--- config.mk ---
export PLATFORM = sky130hd
export DESIGN_NAME = box_muller_normal_generator_top
export DESIGN_NICKNAME = d
export VERILOG_FILES = /design/src/hw/rtl/bmg_pkg.sv /design/src/hw/rtl/bmg_front.sv /design/src/hw/rtl/bmg_back.sv /design/src/hw/rtl/box_muller_normal_generator_top.sv
export SDC_FILE = /design/constraint.sdc
export NUM_CORES = 2
export LEC_CHECK = 0
export BUFFER_PORTS_ARGS = -buffer_cell sky130_fd_sc_hd__buf_2
export CAP_MARGIN = 0
export CORE_MARGIN = 2
export CORE_UTILIZATION = 55
export DETAILED_ROUTE_END_ITERATION = 16
export PLACE_DENSITY_LB_ADDON = 0.1
export SLEW_MARGIN = 20
export SYNTH_ARGS = -nofsm -noshare
export SYNTH_HDL_FRONTEND = slang
export SYNTH_SLANG_ARGS = --single-unit
--- constraint.sdc ---
create_clock -name clock -period 18 [get_ports clock]
set_input_delay 0.9 -clock clock [delete_from_list [all_inputs] [get_ports clock]]
set_output_delay 0.9 -clock clock [all_outputs]
set_load 0.03 [all_outputs]
--- src/hw/rtl/bmg_pkg.sv ---
// Shared types, constants and series tables for the Box-Muller generator.
// No dependencies.
package bmg_pkg;

   localparam int SAMPLE_BITS = 24;

   typedef logic [SAMPLE_BITS-1:0] sample_type;

   // u1 must be above this to be accepted (1e-7 floor)
   localparam sample_type FLOOR_K = sample_type'((1 << SAMPLE_BITS) / 10000000);

   localparam logic [30:0] Q30_ONE     = 31'h4000_0000;
   localparam logic [30:0] TWO_LN2_Q30 = 31'd1488522236;
   localparam logic [30:0] HALF_PI_Q30 = 31'd1686629713;

   localparam int          CSR_IDX_BITS = 1;
   localparam logic [CSR_IDX_BITS-1:0] CSR_MEAN = 1'd0;
   localparam logic [CSR_IDX_BITS-1:0] CSR_STD  = 1'd1;

   typedef struct packed {
      sample_type first;
      sample_type second;
   } job_type;

   typedef struct packed {
      logic signed [31:0] mean;
      logic signed [31:0] std_dev;
   } cfg_type;

   // Horner divisors for the cosine (to x^12) and sine (to x^11) series
   function automatic logic [7:0] series_div(input logic use_sin, input logic [2:0] idx);
      logic [7:0] d;
      d = 8'd2;
      if (use_sin) begin
         case (idx)
            3'd0: d = 8'd110;
            3'd1: d = 8'd72;
            3'd2: d = 8'd42;
            3'd3: d = 8'd20;
            default: d = 8'd6;
         endcase
      end else begin
         case (idx)
            3'd0: d = 8'd132;
            3'd1: d = 8'd90;
            3'd2: d = 8'd56;
            3'd3: d = 8'd30;
            3'd4: d = 8'd12;
            default: d = 8'd2;
         endcase
      end
      return d;
   endfunction

   // floor(2^32 / divisor), quotient may then be one short
   function automatic logic [31:0] series_recip(input logic use_sin, input logic [2:0] idx);
      logic [31:0] r;
      r = 32'd2147483648;
      if (use_sin) begin
         case (idx)
            3'd0: r = 32'd39045157;
            3'd1: r = 32'd59652323;
            3'd2: r = 32'd102261126;
            3'd3: r = 32'd214748364;
            default: r = 32'd715827882;
         endcase
      end else begin
         case (idx)
            3'd0: r = 32'd32537631;
            3'd1: r = 32'd47721858;
            3'd2: r = 32'd76695844;
            3'd3: r = 32'd143165576;
            3'd4: r = 32'd357913941;
            default: r = 32'd2147483648;
         endcase
      end
      return r;
   endfunction

endpackage

--- src/hw/rtl/bmg_front.sv ---
// Front end: pairs uniform samples, retries a too-small u1, queues jobs.
// Depends on bmg_pkg.
module bmg_front
   import bmg_pkg::*;
(
   input  logic       clock,
   input  logic       reset,
   input  logic       in_push,
   output logic       in_full,
   input  sample_type in_sample,
   output job_type    job_out,
   output logic       job_valid,
   input  logic       job_take
);

   typedef enum logic [1:0] {
      PH_FIRST  = 2'd0,
      PH_SECOND = 2'd1,
      PH_RETRY  = 2'd2
   } phase_type;

   phase_type  phase_ff, phase_in;
   sample_type first_ff, first_in;
   sample_type second_ff, second_in;
   job_type    queue_ff [2];
   logic       wr_ptr_ff, wr_ptr_in;
   logic       rd_ptr_ff, rd_ptr_in;
   logic [1:0] count_ff, count_in;
   logic       accept;
   logic       emit;
   job_type    new_job;

   assign in_full   = (count_ff == 2'd2);
   assign accept    = in_push && !in_full;
   assign job_valid = (count_ff != 2'd0);
   assign job_out   = queue_ff[rd_ptr_ff];

   // Classify the sample by pair phase
   always_comb begin
      phase_in  = phase_ff;
      first_in  = first_ff;
      second_in = second_ff;
      emit      = 1'b0;
      new_job   = '{first: first_ff, second: in_sample};
      if (accept) begin
         unique case (phase_ff)
            PH_SECOND: begin
               second_in = in_sample;
               if (first_ff > FLOOR_K) begin
                  emit     = 1'b1;
                  phase_in = PH_FIRST;
               end else begin
                  phase_in = PH_RETRY;
               end
            end
            PH_RETRY: begin
               first_in = in_sample;
               new_job  = '{first: in_sample, second: second_ff};
               if (in_sample > FLOOR_K) begin
                  emit     = 1'b1;
                  phase_in = PH_FIRST;
               end
            end
            default: begin
               first_in = in_sample;
               phase_in = PH_SECOND;
            end
         endcase
      end
   end

   // Advance queue pointers
   always_comb begin
      wr_ptr_in = wr_ptr_ff ^ emit;
      rd_ptr_in = rd_ptr_ff ^ job_take;
      count_in  = count_ff + {1'b0, emit} - {1'b0, job_take};
   end

   always_ff @(posedge clock) begin
      if (reset) begin
         phase_ff  <= PH_FIRST;
         wr_ptr_ff <= 1'b0;
         rd_ptr_ff <= 1'b0;
         count_ff  <= 2'd0;
      end else begin
         phase_ff  <= phase_in;
         wr_ptr_ff <= wr_ptr_in;
         rd_ptr_ff <= rd_ptr_in;
         count_ff  <= count_in;
      end
      first_ff  <= first_in;
      second_ff <= second_in;
      if (emit) begin
         queue_ff[wr_ptr_ff] <= new_job;
      end
   end

endmodule

--- src/hw/rtl/bmg_back.sv ---
// Back end: sequencer around one shared 32x32 multiplier that evaluates
// the log, root, cosine and scaling of one job. Depends on bmg_pkg.
module bmg_back
   import bmg_pkg::*;
(
   input  logic               clock,
   input  logic               reset,
   input  cfg_type            cfg,
   input  job_type            job_in,
   input  logic               job_valid,
   output logic               job_take,
   output logic               out_valid,
   input  logic               out_pop,
   output logic signed [31:0] out_value,
   output logic               out_sat
);

   typedef enum logic [3:0] {
      ST_IDLE,
      ST_LOG,
      ST_ROOT_T,
      ST_ROOT,
      ST_ANGLE,
      ST_SQUARE,
      ST_W,
      ST_QUO,
      ST_FIX,
      ST_SIN_TAIL,
      ST_RC,
      ST_MAG,
      ST_OUT
   } state_type;

   state_type          state_ff, state_in;
   sample_type         k2_ff, k2_in;
   logic [31:0]        m_ff, m_in;
   logic [29:0]        frac_ff, frac_in;
   logic [4:0]         cnt_ff, cnt_in;
   logic [4:0]         expo_ff, expo_in;
   logic [53:0]        n_ff, n_in;
   logic [53:0]        res_ff, res_in;
   logic [53:0]        bit_ff, bit_in;
   logic [26:0]        r_ff, r_in;
   logic               use_sin_ff, use_sin_in;
   logic               neg_ff, neg_in;
   logic [30:0]        a_ff, a_in;
   logic [30:0]        z_ff, z_in;
   logic [30:0]        h_ff, h_in;
   logic [30:0]        w_ff, w_in;
   logic [30:0]        q0_ff, q0_in;
   logic [2:0]         idx_ff, idx_in;
   logic [26:0]        rc_ff, rc_in;
   logic [33:0]        mag_ff, mag_in;
   logic               out_valid_ff, out_valid_in;
   logic signed [31:0] out_value_ff, out_value_in;
   logic               out_sat_ff, out_sat_in;

   logic [31:0] op_a, op_b;
   logic [63:0] prod;
   logic [4:0]  msb_pos;
   logic [31:0] smag;

   assign out_valid = out_valid_ff;
   assign out_value = out_value_ff;
   assign out_sat   = out_sat_ff;

   // Shared multiplier
   assign prod = 64'(op_a) * 64'(op_b);

   assign smag = cfg.std_dev[31] ? (~cfg.std_dev + 32'd1) : cfg.std_dev;

   // Leading one of u1
   always_comb begin
      msb_pos = 5'd0;
      for (int i = 0; i < SAMPLE_BITS; i++) begin
         if (job_in.first[i]) begin
            msb_pos = 5'(i);
         end
      end
   end

   always_comb begin
      logic [31:0]        mm;
      logic [34:0]        lval;
      logic [53:0]        root_sum;
      logic [53:0]        res_next;
      logic [31:0]        ph;
      logic [29:0]        f;
      logic [29:0]        g;
      logic               f_low;
      logic [31:0]        rem;
      logic [30:0]        quo;
      logic [7:0]         dv;
      logic [2:0]         last_idx;
      logic signed [35:0] v;
      logic signed [35:0] total;

      state_in     = state_ff;
      k2_in        = k2_ff;
      m_in         = m_ff;
      frac_in      = frac_ff;
      cnt_in       = cnt_ff;
      expo_in      = expo_ff;
      n_in         = n_ff;
      res_in       = res_ff;
      bit_in       = bit_ff;
      r_in         = r_ff;
      use_sin_in   = use_sin_ff;
      neg_in       = neg_ff;
      a_in         = a_ff;
      z_in         = z_ff;
      h_in         = h_ff;
      w_in         = w_ff;
      q0_in        = q0_ff;
      idx_in       = idx_ff;
      rc_in        = rc_ff;
      mag_in       = mag_ff;
      out_value_in = out_value_ff;
      out_sat_in   = out_sat_ff;
      out_valid_in = out_valid_ff && !out_pop;
      job_take     = 1'b0;
      op_a         = 32'd0;
      op_b         = 32'd0;

      mm       = prod[61:30];
      lval     = {expo_ff, 30'd0} - {5'd0, frac_ff};
      root_sum = res_ff + bit_ff;
      res_next = res_ff >> 1;
      ph       = 32'(k2_ff) << (32 - SAMPLE_BITS);
      f        = ph[29:0];
      f_low    = ({1'b0, f} <= (Q30_ONE >> 1));
      g        = f_low ? f : 30'(Q30_ONE - {1'b0, f});
      dv       = series_div(use_sin_ff, idx_ff);
      rem      = 32'(w_ff) - prod[31:0];
      quo      = q0_ff + ((rem >= 32'(dv)) ? 31'd1 : 31'd0);
      last_idx = use_sin_ff ? 3'd4 : 3'd5;
      v        = neg_ff ? -$signed({2'b00, mag_ff}) : $signed({2'b00, mag_ff});
      total    = v + 36'(cfg.mean);

      unique case (state_ff)
         // Take a job, normalize u1 to Q1.30
         ST_IDLE: begin
            if (job_valid) begin
               job_take = 1'b1;
               m_in     = 32'(job_in.first) << (5'd30 - msb_pos);
               expo_in  = 5'(SAMPLE_BITS) - msb_pos;
               k2_in    = job_in.second;
               cnt_in   = 5'd29;
               frac_in  = 30'd0;
               state_in = ST_LOG;
            end
         end
         // One bit of log2 per squaring
         ST_LOG: begin
            op_a    = m_ff;
            op_b    = m_ff;
            m_in    = mm[31] ? {1'b0, mm[31:1]} : mm;
            frac_in = {frac_ff[28:0], mm[31]};
            cnt_in  = cnt_ff - 5'd1;
            if (cnt_ff == 5'd0) begin
               state_in = ST_ROOT_T;
            end
         end
         // t = -2 ln u1 in Q.24, then set up the root
         ST_ROOT_T: begin
            op_a     = 32'(lval[34:6]);
            op_b     = 32'(TWO_LN2_Q30);
            n_in     = {prod[59:30], 24'd0};
            res_in   = 54'd0;
            bit_in   = 54'd1 << 52;
            state_in = ST_ROOT;
         end
         // Digit-by-digit square root
         ST_ROOT: begin
            if (n_ff >= root_sum) begin
               n_in     = n_ff - root_sum;
               res_next = (res_ff >> 1) + bit_ff;
            end
            res_in = res_next;
            bit_in = bit_ff >> 2;
            if (bit_ff[0]) begin
               r_in     = res_next[26:0];
               state_in = ST_ANGLE;
            end
         end
         // Fold the phase into one octant, scale to radians
         ST_ANGLE: begin
            op_a       = 32'(g);
            op_b       = 32'(HALF_PI_Q30);
            a_in       = prod[60:30];
            use_sin_in = (f_low == ph[30]);
            neg_in     = (ph[31] ^ ph[30]) ^ cfg.std_dev[31];
            state_in   = ST_SQUARE;
         end
         ST_SQUARE: begin
            op_a     = 32'(a_ff);
            op_b     = 32'(a_ff);
            z_in     = prod[60:30];
            h_in     = Q30_ONE;
            idx_in   = 3'd0;
            state_in = ST_W;
         end
         // Horner step: product, reciprocal quotient, fix-up
         ST_W: begin
            op_a     = 32'(z_ff);
            op_b     = 32'(h_ff);
            w_in     = prod[60:30];
            state_in = ST_QUO;
         end
         ST_QUO: begin
            op_a     = 32'(w_ff);
            op_b     = series_recip(use_sin_ff, idx_ff);
            q0_in    = prod[62:32];
            state_in = ST_FIX;
         end
         ST_FIX: begin
            op_a   = 32'(q0_ff);
            op_b   = 32'(dv);
            h_in   = Q30_ONE - quo;
            idx_in = idx_ff + 3'd1;
            if (idx_ff == last_idx) begin
               state_in = use_sin_ff ? ST_SIN_TAIL : ST_RC;
            end else begin
               state_in = ST_W;
            end
         end
         ST_SIN_TAIL: begin
            op_a     = 32'(a_ff);
            op_b     = 32'(h_ff);
            h_in     = prod[60:30];
            state_in = ST_RC;
         end
         ST_RC: begin
            op_a     = 32'(r_ff);
            op_b     = 32'(h_ff);
            rc_in    = prod[56:30];
            state_in = ST_MAG;
         end
         ST_MAG: begin
            op_a     = 32'(rc_ff);
            op_b     = smag;
            mag_in   = prod[57:24];
            state_in = ST_OUT;
         end
         // Add the mean, saturate, hold until the output slot frees
         ST_OUT: begin
            if (!out_valid_ff || out_pop) begin
               out_valid_in = 1'b1;
               if (total > 36'sd2147483647) begin
                  out_value_in = 32'sh7FFF_FFFF;
                  out_sat_in   = 1'b1;
               end else if (total < -36'sd2147483648) begin
                  out_value_in = 32'sh8000_0000;
                  out_sat_in   = 1'b1;
               end else begin
                  out_value_in = total[31:0];
                  out_sat_in   = 1'b0;
               end
               state_in = ST_IDLE;
            end
         end
         default: begin
            state_in = ST_IDLE;
         end
      endcase
   end

   always_ff @(posedge clock) begin
      if (reset) begin
         state_ff     <= ST_IDLE;
         out_valid_ff <= 1'b0;
      end else begin
         state_ff     <= state_in;
         out_valid_ff <= out_valid_in;
      end
      k2_ff        <= k2_in;
      m_ff         <= m_in;
      frac_ff      <= frac_in;
      cnt_ff       <= cnt_in;
      expo_ff      <= expo_in;
      n_ff         <= n_in;
      res_ff       <= res_in;
      bit_ff       <= bit_in;
      r_ff         <= r_in;
      use_sin_ff   <= use_sin_in;
      neg_ff       <= neg_in;
      a_ff         <= a_in;
      z_ff         <= z_in;
      h_ff         <= h_in;
      w_ff         <= w_in;
      q0_ff        <= q0_in;
      idx_ff       <= idx_in;
      rc_ff        <= rc_in;
      mag_ff       <= mag_in;
      out_value_ff <= out_value_in;
      out_sat_ff   <= out_sat_in;
   end

endmodule

--- src/hw/rtl/box_muller_normal_generator_top.sv ---
// Top level of the Box-Muller normal generator: CSRs, front end, back end.
// Depends on bmg_pkg, bmg_front and bmg_back.
//
// Push 24-bit uniform samples in; every accepted pair (with u1 retried while
// it is at or below the 1e-7 floor) yields one signed Q15.16 variate,
// mean + std * sqrt(-2 ln u1) * cos(2 pi u2), saturated to 32 bits with a
// saturated flag. The back end works on one job at a time: 30 squaring rounds
// for the log on its single shared multiplier, a 27-step root and the Horner
// steps of the series. A two-entry job queue lets samples keep arriving
// meanwhile; req_full rises when it is full. Results wait in an output
// register until popped. CSR writes are always ready and should be made
// while no job is in flight.
module box_muller_normal_generator_top
   import bmg_pkg::*;
(
   input  logic                    clock,
   input  logic                    reset,
   input  logic                    req_push,
   output logic                    req_full,
   input  logic [SAMPLE_BITS-1:0]  req_uniform_sample,
   output logic                    rsp_empty,
   input  logic                    rsp_pop,
   output logic signed [31:0]      rsp_normal_value,
   output logic                    rsp_saturated,
   input  logic                    csr_valid,
   output logic                    csr_ready,
   input  logic [CSR_IDX_BITS-1:0] csr_index,
   input  logic [31:0]             csr_wdata
);

   cfg_type cfg_ff, cfg_in;
   job_type job;
   logic    job_valid;
   logic    job_take;
   logic    out_valid;

   assign csr_ready = 1'b1;
   assign rsp_empty = !out_valid;

   // Decode CSR writes
   always_comb begin
      cfg_in = cfg_ff;
      if (csr_valid && csr_ready) begin
         unique case (csr_index)
            CSR_MEAN: cfg_in.mean    = csr_wdata;
            CSR_STD:  cfg_in.std_dev = csr_wdata;
            default:  cfg_in = cfg_ff;
         endcase
      end
   end

   always_ff @(posedge clock) begin
      if (reset) begin
         cfg_ff.mean    <= 32'sd0;
         cfg_ff.std_dev <= 32'sd65536;
      end else begin
         cfg_ff <= cfg_in;
      end
   end

   bmg_front u_front (
      .clock     (clock),
      .reset     (reset),
      .in_push   (req_push),
      .in_full   (req_full),
      .in_sample (req_uniform_sample),
      .job_out   (job),
      .job_valid (job_valid),
      .job_take  (job_take)
   );

   bmg_back u_back (
      .clock     (clock),
      .reset     (reset),
      .cfg       (cfg_ff),
      .job_in    (job),
      .job_valid (job_valid),
      .job_take  (job_take),
      .out_valid (out_valid),
      .out_pop   (rsp_pop),
      .out_value (rsp_normal_value),
      .out_sat   (rsp_saturated)
   );

endmodule

## Word-level counts from Yosys, hierarchy flattened

Memories as Yosys holds them, arrays and structs flattened. A register that Yosys moved wholly into a read port is not among the register bits.
Cells that the tools add are included.

- Logic and storage cells: 194
- Memories kept: 1
- Output and inout port bits: 36
- Register bits after elaboration: 662
- RAM bits: 96
- Input port bits: 62

- Bitwise operators: 7
- $add $sub $neg: 17
- Shift operators: 1
- Order comparisons: 7
- Multipliers: 1
- Mux-type cells: 75
- Reductions and logical operators: 27
- Eq/ne operators: 27

Memory list:

| name | words | width | rd ports | clocked after Yosys merged registers in | wr ports | line | RTL |
|---|---|---|---|---|---|---|---|
| u_front.queue_ff | 2 | 48 | 1 | 1 | 1 | bmg_front.sv:25 | `job_type queue_ff [2];` |

Operator list:

| operator | count |
|---|---|
| $pmux 54 s2 | 3 |
| $pmux 32 s9 | 1 |
| $pmux 32 s8 | 1 |
| $pmux 32 s5 | 1 |
| $mux 32 | 4 |
| $pmux 30 s4 | 1 |
| $mux 5 | 22 |
| $mux 54 | 2 |
| $mux 48 | 2 |
| $pmux 31 s3 | 1 |
| $pmux 32 s2 | 1 |
| $mul 32x32->63 | 1 |
| $mux 30 | 2 |
| $pmux 30 s2 | 1 |
| $add 53x54->54 | 1 |
| $add 54x54->54 | 1 |
| $ge 54x54->1 | 1 |
| $sub 54x54->54 | 1 |
| $pmux 4 s13 | 1 |
| $gt 24x1->1 const B | 2 |
| $pmux 8 s5 | 1 |
| $add 36x32->36 | 1 |
| $gt 36x32->1 const B | 1 |
| $lt 36x32->1 const B | 1 |
| other kinds (54) | 108 |

## Depth between registers and ports, before layout

- Depth in word-level cells: 27
- Mapped depth: 63
- Mapped depth without buffers: 61

## By module

From an unflattened synthesis, not the netlist that was laid out.

- Cell total of the unflattened synthesis: 7,892
- Area total of the unflattened synthesis: 76,428.3 um2

Modules (own cells, without submodules):

| module | cells an instance | sequential area each (um2) | area an instance (um2) | instances |
|---|---|---|---|---|
| bmg_back | 7,334 | 15,474.8 | 67,786.3 | 1 |
| bmg_front | 310 | 4,444.3 | 5,935.7 | 1 |
| box_muller_normal_generator_top | 248 | 1,281.2 | 2,706.3 | 1 |

## Worst setup path after synthesis

OpenSTA, ideal clock, no wires.

- Path kind: register -> register
- Start point: register u_back.k2_ff[5]
- End point: register u_back.h_ff[30], data pin
- Buffers on the path: 2
- Library setup time: 0.268 ns
- Stages on the path, launching flop included: 59
- Clock period less this slack: 14.707 ns
- Required time: 17.732 ns
- Path slack: 3.293 ns
- Data arrival time: 14.439 ns
- Cells stage by stage: edfxtp_1 -> or4_1 -> nor4_1 -> nand3_1 -> or4_1 -> o21a_1 -> clkbuf_1 -> a21oi_1 -> nor2_1 -> a211oi_1 -> clkbuf_1 -> nor2_1 -> fa_1 -> fa_1 -> fa_1 -> inv_1 -> fa_1 -> inv_1 -> (+23 left out) -> o31ai_1 -> a21oi_1 -> or4b_2 -> a221oi_1 -> ha_1 -> ha_1 -> a211oi_1 -> o211ai_1 -> o211ai_1 -> a21oi_1 -> a41oi_1 -> o21ai_0 -> a21o_1 -> a21oi_1 -> a211o_1 -> o21ai_0 -> and3_1 -> o31ai_1

- Longest elaborated chain between the ends: 10
- Elaborated cells between the ends (all ways): 11
- Classes of those cells: add/sub: 4; mul: 1; order compare: 2; mux: 4

RTL lines:

| item | line | RTL |
|---|---|---|
| from (decl) | bmg_back.sv:35 | `sample_type k2_ff, k2_in;` |
| from (signal assigned) | bmg_back.sv:276 | `k2_ff <= k2_in;` |
| $sub 1x30->30 / $le 30x30->1 (equally long branches) | bmg_back.sv:132, bmg_back.sv:131 |  |
| $mux 30 (*) | bmg_back.sv:132 | `g = f_low ? f : 30'(Q30_ONE - {1'b0, f});` |
| $pmux 32 s9 (*) | bmg_back.sv:140 | `unique case (state_ff)` |
| $mul 32x32->63 (*) | bmg_back.sv:68 | `assign prod = 64'(op_a) * 64'(op_b);` |
| $sub 31x32->32 | bmg_back.sv:134 | `rem = 32'(w_ff) - prod[31:0];` |
| $ge 32x8->1 | bmg_back.sv:135 | `quo = q0_ff + ((rem >= 32'(dv)) ? 31'd1 : 31'd0);` |
| $mux 1 | bmg_back.sv:135 |  |
| $add 31x31->31 | bmg_back.sv:135 |  |
| $sub 31x31->31 | bmg_back.sv:219 | `h_in = Q30_ONE - quo;` |
| $pmux 31 s3 (*) | bmg_back.sv:140 |  |
| named net u_back.h_in[30] | bmg_back.sv:48 | `logic [30:0] h_ff, h_in;` |
| to (signal assigned) | bmg_back.sv:289 | `h_ff <= h_in;` |
| to (decl) | bmg_back.sv:48 |  |

The timed path passes the listed nets; every way through them passes the cells marked *.
A chain may end at the register's enable or synchronous reset.

## Final worst setup path

Ends and elaborated chain as after synthesis.

==> results.py <==
metrics = {
    "critical_path": {
        "critPathArrivalTime_ns": 17.38,
        "crit_top_cell": "sky130_fd_sc_hd__fa_1",
        "worst_r2r_path_depth": 59,
        "slowest_delay_ns": 0.67,
        "critical_path_class": "flip-flop to flip-flop",
        "rr_startpoint": "u_back.k2_ff[5]$_DFFE_PP_",
        "reg2reg_to": "u_back.h_ff[30]$_DFFE_PP_",
        "cp_data_required_time_ns": 18.38,
        "critPathLaunchType": "flip-flop",
        "worst-path-max-fanout": 16,
        "ff2ff_setup_slack_ns": 1.00,
        "crit_path_capture_type": "flip-flop",
        "crit_path_top_delay_cell": "sky130_fd_sc_hd__or4b_2",
    },
    "clocking": {
        "number_of_instances_resized_during_post_cts_repair": 0,
        "clock_tree.buffer_depth": 3,
        "insertion_delay_ns": 0.70,
        "total_clock_buffers_created_by_cts": 82,
        "cts.sink_count": 731,
        "cts_hold_buffers": 0,
        "clockRootBuffer": "sky130_fd_sc_hd__clkbuf_16",
        "clk_transition_reported_paths_ns": 0.06,
        "cts.htree.levels": 3,
        "tritoncts": "yes",
        "cts_setup_buffers": 0,
    },
    "floorplanning": {
        "placement_rows": 136,
        "die_w_microns": 376,
        "dieArea_sq_um": 141000,
        "die-height_microns": 376,
        "num_io_pins": 98,
        "design.core.area_sq_um": 137000,
        "effective_utilization_at_floorplan_pct": 55.3,
    },
    "timing": {
        "final_hold_vios": 0,
        "final.min_clock_period_ns": 17.00,
        "layout_worst_path_cycle_share_pct": 94.4,
        "number_of_endpoints_failing_setup_at_the_final_stage": 0,
        "timing_max_transition_violations_final": 0,
        "grt_setup_unrepaired": "no",
        "timing_worst_slew_pin_value_ns": 1.19,
        "finalClockSkew_ns": 0.0788,
        "timing.slew.headroom_pct": 20.9,
        "hold_ws_ns": 0.433,
        "smallest_setup_slack_after_layout_ns": 1.00,
        "achievable-frequency_ghz": 0.0588,
        "fin_setup_tns_ns": 0,
    },
    "power": {
        "combinationalPowerShare_pct": 68.0,
        "switching_share_pct": 53.9,
        "leakagePower_nw": 34.8,
        "seqPwrFrac_pct": 19.7,
        "power.density_cell_area_nw_per_um2": 169,
        "ir_worst_vdd_mv": 0.370,
        "internal_power_consumption_w": 0.00637,
        "clock_network_fraction_of_total_power_pct": 12.3,
        "power.switching_w": 0.00745,
    },
    "hold_path": {
        "min_path_cells": 1,
        "whs_endpoint": "u_front.second_ff[0]$_DFFE_PP_",
        "hp-start": "req_uniform_sample[0]",
        "hold_class": "primary input to flip-flop",
    },
    "yosys": {
        "synth_async_sr_flop_share_pct": 0,
        "post-synth-top-area-fraction_pct": 25.9,
        "dominantRegCellSynth": "sky130_fd_sc_hd__edfxtp_1",
        "mappedNetlistNets": 9339,
        "postSynthAreaPerCell_sq_um": 9.63,
        "synth_sequential_area_ratio_pct": 27.9,
        "syn_inst": 7893,
        "ys_top_cells_by_area": "sky130_fd_sc_hd__edfxtp_1 (26%), sky130_fd_sc_hd__fa_1 (24%), sky130_fd_sc_hd__ha_1 (8.0%), sky130_fd_sc_hd__nand2_1 (5.6%), sky130_fd_sc_hd__inv_1 (5.1%)",
        "yosysWarnings": 0,
        "yosys_register_bits": 731,
        "synth.cell_area_sq_um": 76000,
        "number_of_enable_flip_flop_cells_after_synthesis": 656,
        "ys_types": 98,
        "cell_accounting_for_the_most_synthesized_area": "sky130_fd_sc_hd__edfxtp_1",
    },
    "global_route": {
        "gr-usage-met2_pct": 55.2,
        "first_global_vias": 59900,
        "grt_pass1_wl_microns": 379000,
        "top_usage_layer": "met2",
        "grt_max_degree": 104,
        "antenna_found_initial": 13,
        "grt_use_total_pct": 35.8,
        "use_met1_pct": 48.0,
        "grt_overflow_total": 0,
        "grt_util_met3_pct": 8.04,
    },
    "detailed_routing": {
        "drcViolationCount": 0,
        "first_pass_iters": 10,
        "wl_per_cell_microns": 25.7,
        "drt.antenna.violating_nets": 0,
        "vias": 60000,
        "viasPerCell": 6.14,
        "first_drt_iteration_drcs": 6458,
        "final_wl_microns": 251000,
    },
    "cells_and_area": {
        "layout.nets": 9341,
        "area_growth_syn_to_layout_pct": 7.80,
        "fraction_of_final_layout_cells_sized_beyond_drive_strength_1_pct": 8.08,
        "finish.utilization_pct": 59.6,
    },
    "placement": {
        "gp_congestion": 0.996,
        "placement.io_buffers": 96,
        "dp.final_hpwl_microns": 194000,
        "preCtsSetupSlack_ns": 1.24,
    },
    "status": {
        "outcome": "completed",
    },
    "flow_run": {
        "max_cap_viol_count": 0,
    },
}
-- synthesized netlist by cell type, types with 93 or more instances --
| master | number |
|---|---|
| sky130_fd_sc_hd__a21o_1 | 113 |
| sky130_fd_sc_hd__a21oi_1 | 343 |
| sky130_fd_sc_hd__and2_1 | 171 |
| sky130_fd_sc_hd__clkbuf_1 | 323 |
| sky130_fd_sc_hd__edfxtp_1 | 656 |
| sky130_fd_sc_hd__fa_1 | 898 |
| sky130_fd_sc_hd__ha_1 | 486 |
| sky130_fd_sc_hd__inv_1 | 1038 |
| sky130_fd_sc_hd__mux2_2 | 93 |
| sky130_fd_sc_hd__nand2_1 | 1125 |
| sky130_fd_sc_hd__nor2_1 | 621 |
| sky130_fd_sc_hd__o21ai_0 | 321 |
| sky130_fd_sc_hd__xnor2_1 | 201 |
| sky130_fd_sc_hd__xor2_1 | 188 |
-- worst max-delay path by stage --
stage | start | end | slack [ns] | depth (start not counted)
floorplan | u_back.k2_ff[5]$_DFFE_PP_ | u_back.h_ff[30]$_DFFE_PP_ | 3.29 | 58
global placement | u_back.k2_ff[5]$_DFFE_PP_ | u_back.h_ff[30]$_DFFE_PP_ | 1.48 | 59
detailed placement | u_back.k2_ff[5]$_DFFE_PP_ | u_back.h_ff[30]$_DFFE_PP_ | 1.24 | 59
CTS | u_back.k2_ff[5]$_DFFE_PP_ | u_back.h_ff[30]$_DFFE_PP_ | 1.18 | 59
global route | u_back.k2_ff[5]$_DFFE_PP_ | u_back.h_ff[30]$_DFFE_PP_ | 0.16 | 59
finish | u_back.k2_ff[5]$_DFFE_PP_ | u_back.h_ff[30]$_DFFE_PP_ | 1.00 | 59
-- through the flow --
stage	area, sq um	power, W	std cells
2_1_floorplan	76000	0.00801	7893
5_1_grt	81900	0.0146	9756
6_report	81900	0.0138	9762
3_5_place_dp	79200	0.0119	9605
4_1_cts	81900	0.0136	9756
3_3_place_gp	79200	0.0118	9604
-- sequential cells by signal, indices dropped and copies added (netlist names), 30 cells and up --
signal / count
u_front.queue_ff: 96
u_back.n_ff: 54
u_back.h_ff: 31
u_back.out_value: 32
u_back.mag_ff: 34
u_back.frac_ff: 30
cfg_ff: 64
u_back.m_ff: 32
u_back.w_ff: 31
u_back.a_ff: 31
u_back.q0_ff: 31
u_back.z_ff: 31
u_back.res_ff: 54
-- metal layers --
layer,share of wire [%],vias to the layer above,routed length (microns)
li1,-,26500,-
met1,39,30000,98700
met2,45,2850,112000
met3,10,635,25900
met4,5.5,16,13700
met5,0.039,-,97
-- final cells by class --
class                           instances  area, sq um
Antenna cell                            6         15.0
Fill cell                           11800        55400
Clock buffer                          104         2220
Inverter                             1042         3910
Clock inverter                         47          480
Multi-Input combinational cell       5760        50000
Tap cell                             1794         2240
Sequential cell                       731        21200
Timing Repair Buffer                  278         1860
-- critical path, delay by kind of cell (launching register included) --
family                   cells  cell delay, ns
AO/OA/AOI/OAI               20            5.29
XOR/XNOR                     2            0.27
adder cells (fa/ha/maj)     13            5.39
buffers and inverters        6            0.51
flip-flops                   1            0.44
AND/OR/NAND/NOR             18            4.84
-- cell families (layout without fill, tap and decap cells) --
kind of cell | Yosys count | in the layout | share of synthesized area (%)
DFF | 731 | 731 | 27.9
buffers and inverters | 1402 | 1471 | 6.96
AOI/OAI and AO/OA | 1377 | 1377 | 11.9
adders and majority gates | 1387 | 1387 | 31.7
muxes | 180 | 180 | 2.80
and+or+nand+nor | 2425 | 2425 | 14.2
xor gates and xnor gates | 390 | 390 | 4.51
other | 1 | 7 | 0.00494
-- power groups by stage --
stage	registers, W	logic, W	clock network (W)
after floorplan	0.00263	0.00538	0
after global placement	0.00273	0.00903	0
after detailed placement	0.00274	0.00917	0
after CTS	0.00270	0.00921	0.00172
after global routing	0.00272	0.0101	0.00178
final	0.00272	0.00940	0.00170
-- cells in the final DEF, fill, tap and decap left out, types with 61 or more instances in the layout --
cell type and n:
sky130_fd_sc_hd__and2_1 170, sky130_fd_sc_hd__buf_2 96, sky130_fd_sc_hd__inv_1 1036, sky130_fd_sc_hd__nand2b_1 70, sky130_fd_sc_hd__nand3_1 71, sky130_fd_sc_hd__a31oi_1 61, sky130_fd_sc_hd__fa_1 898, sky130_fd_sc_hd__nor2_1 618
sky130_fd_sc_hd__edfxtp_1 656, sky130_fd_sc_hd__mux2i_1 70, sky130_fd_sc_hd__a21oi_1 340, sky130_fd_sc_hd__buf_4 181, sky130_fd_sc_hd__a21o_1 113, sky130_fd_sc_hd__clkbuf_16 83, sky130_fd_sc_hd__o21ai_0 316, sky130_fd_sc_hd__nor3_1 76
sky130_fd_sc_hd__ha_1 484, sky130_fd_sc_hd__nand2_1 1122, sky130_fd_sc_hd__dfxtp_1 74, sky130_fd_sc_hd__mux2_2 93, sky130_fd_sc_hd__xnor2_1 195, sky130_fd_sc_hd__xor2_1 187
Power figures use the tool's default switching activity.
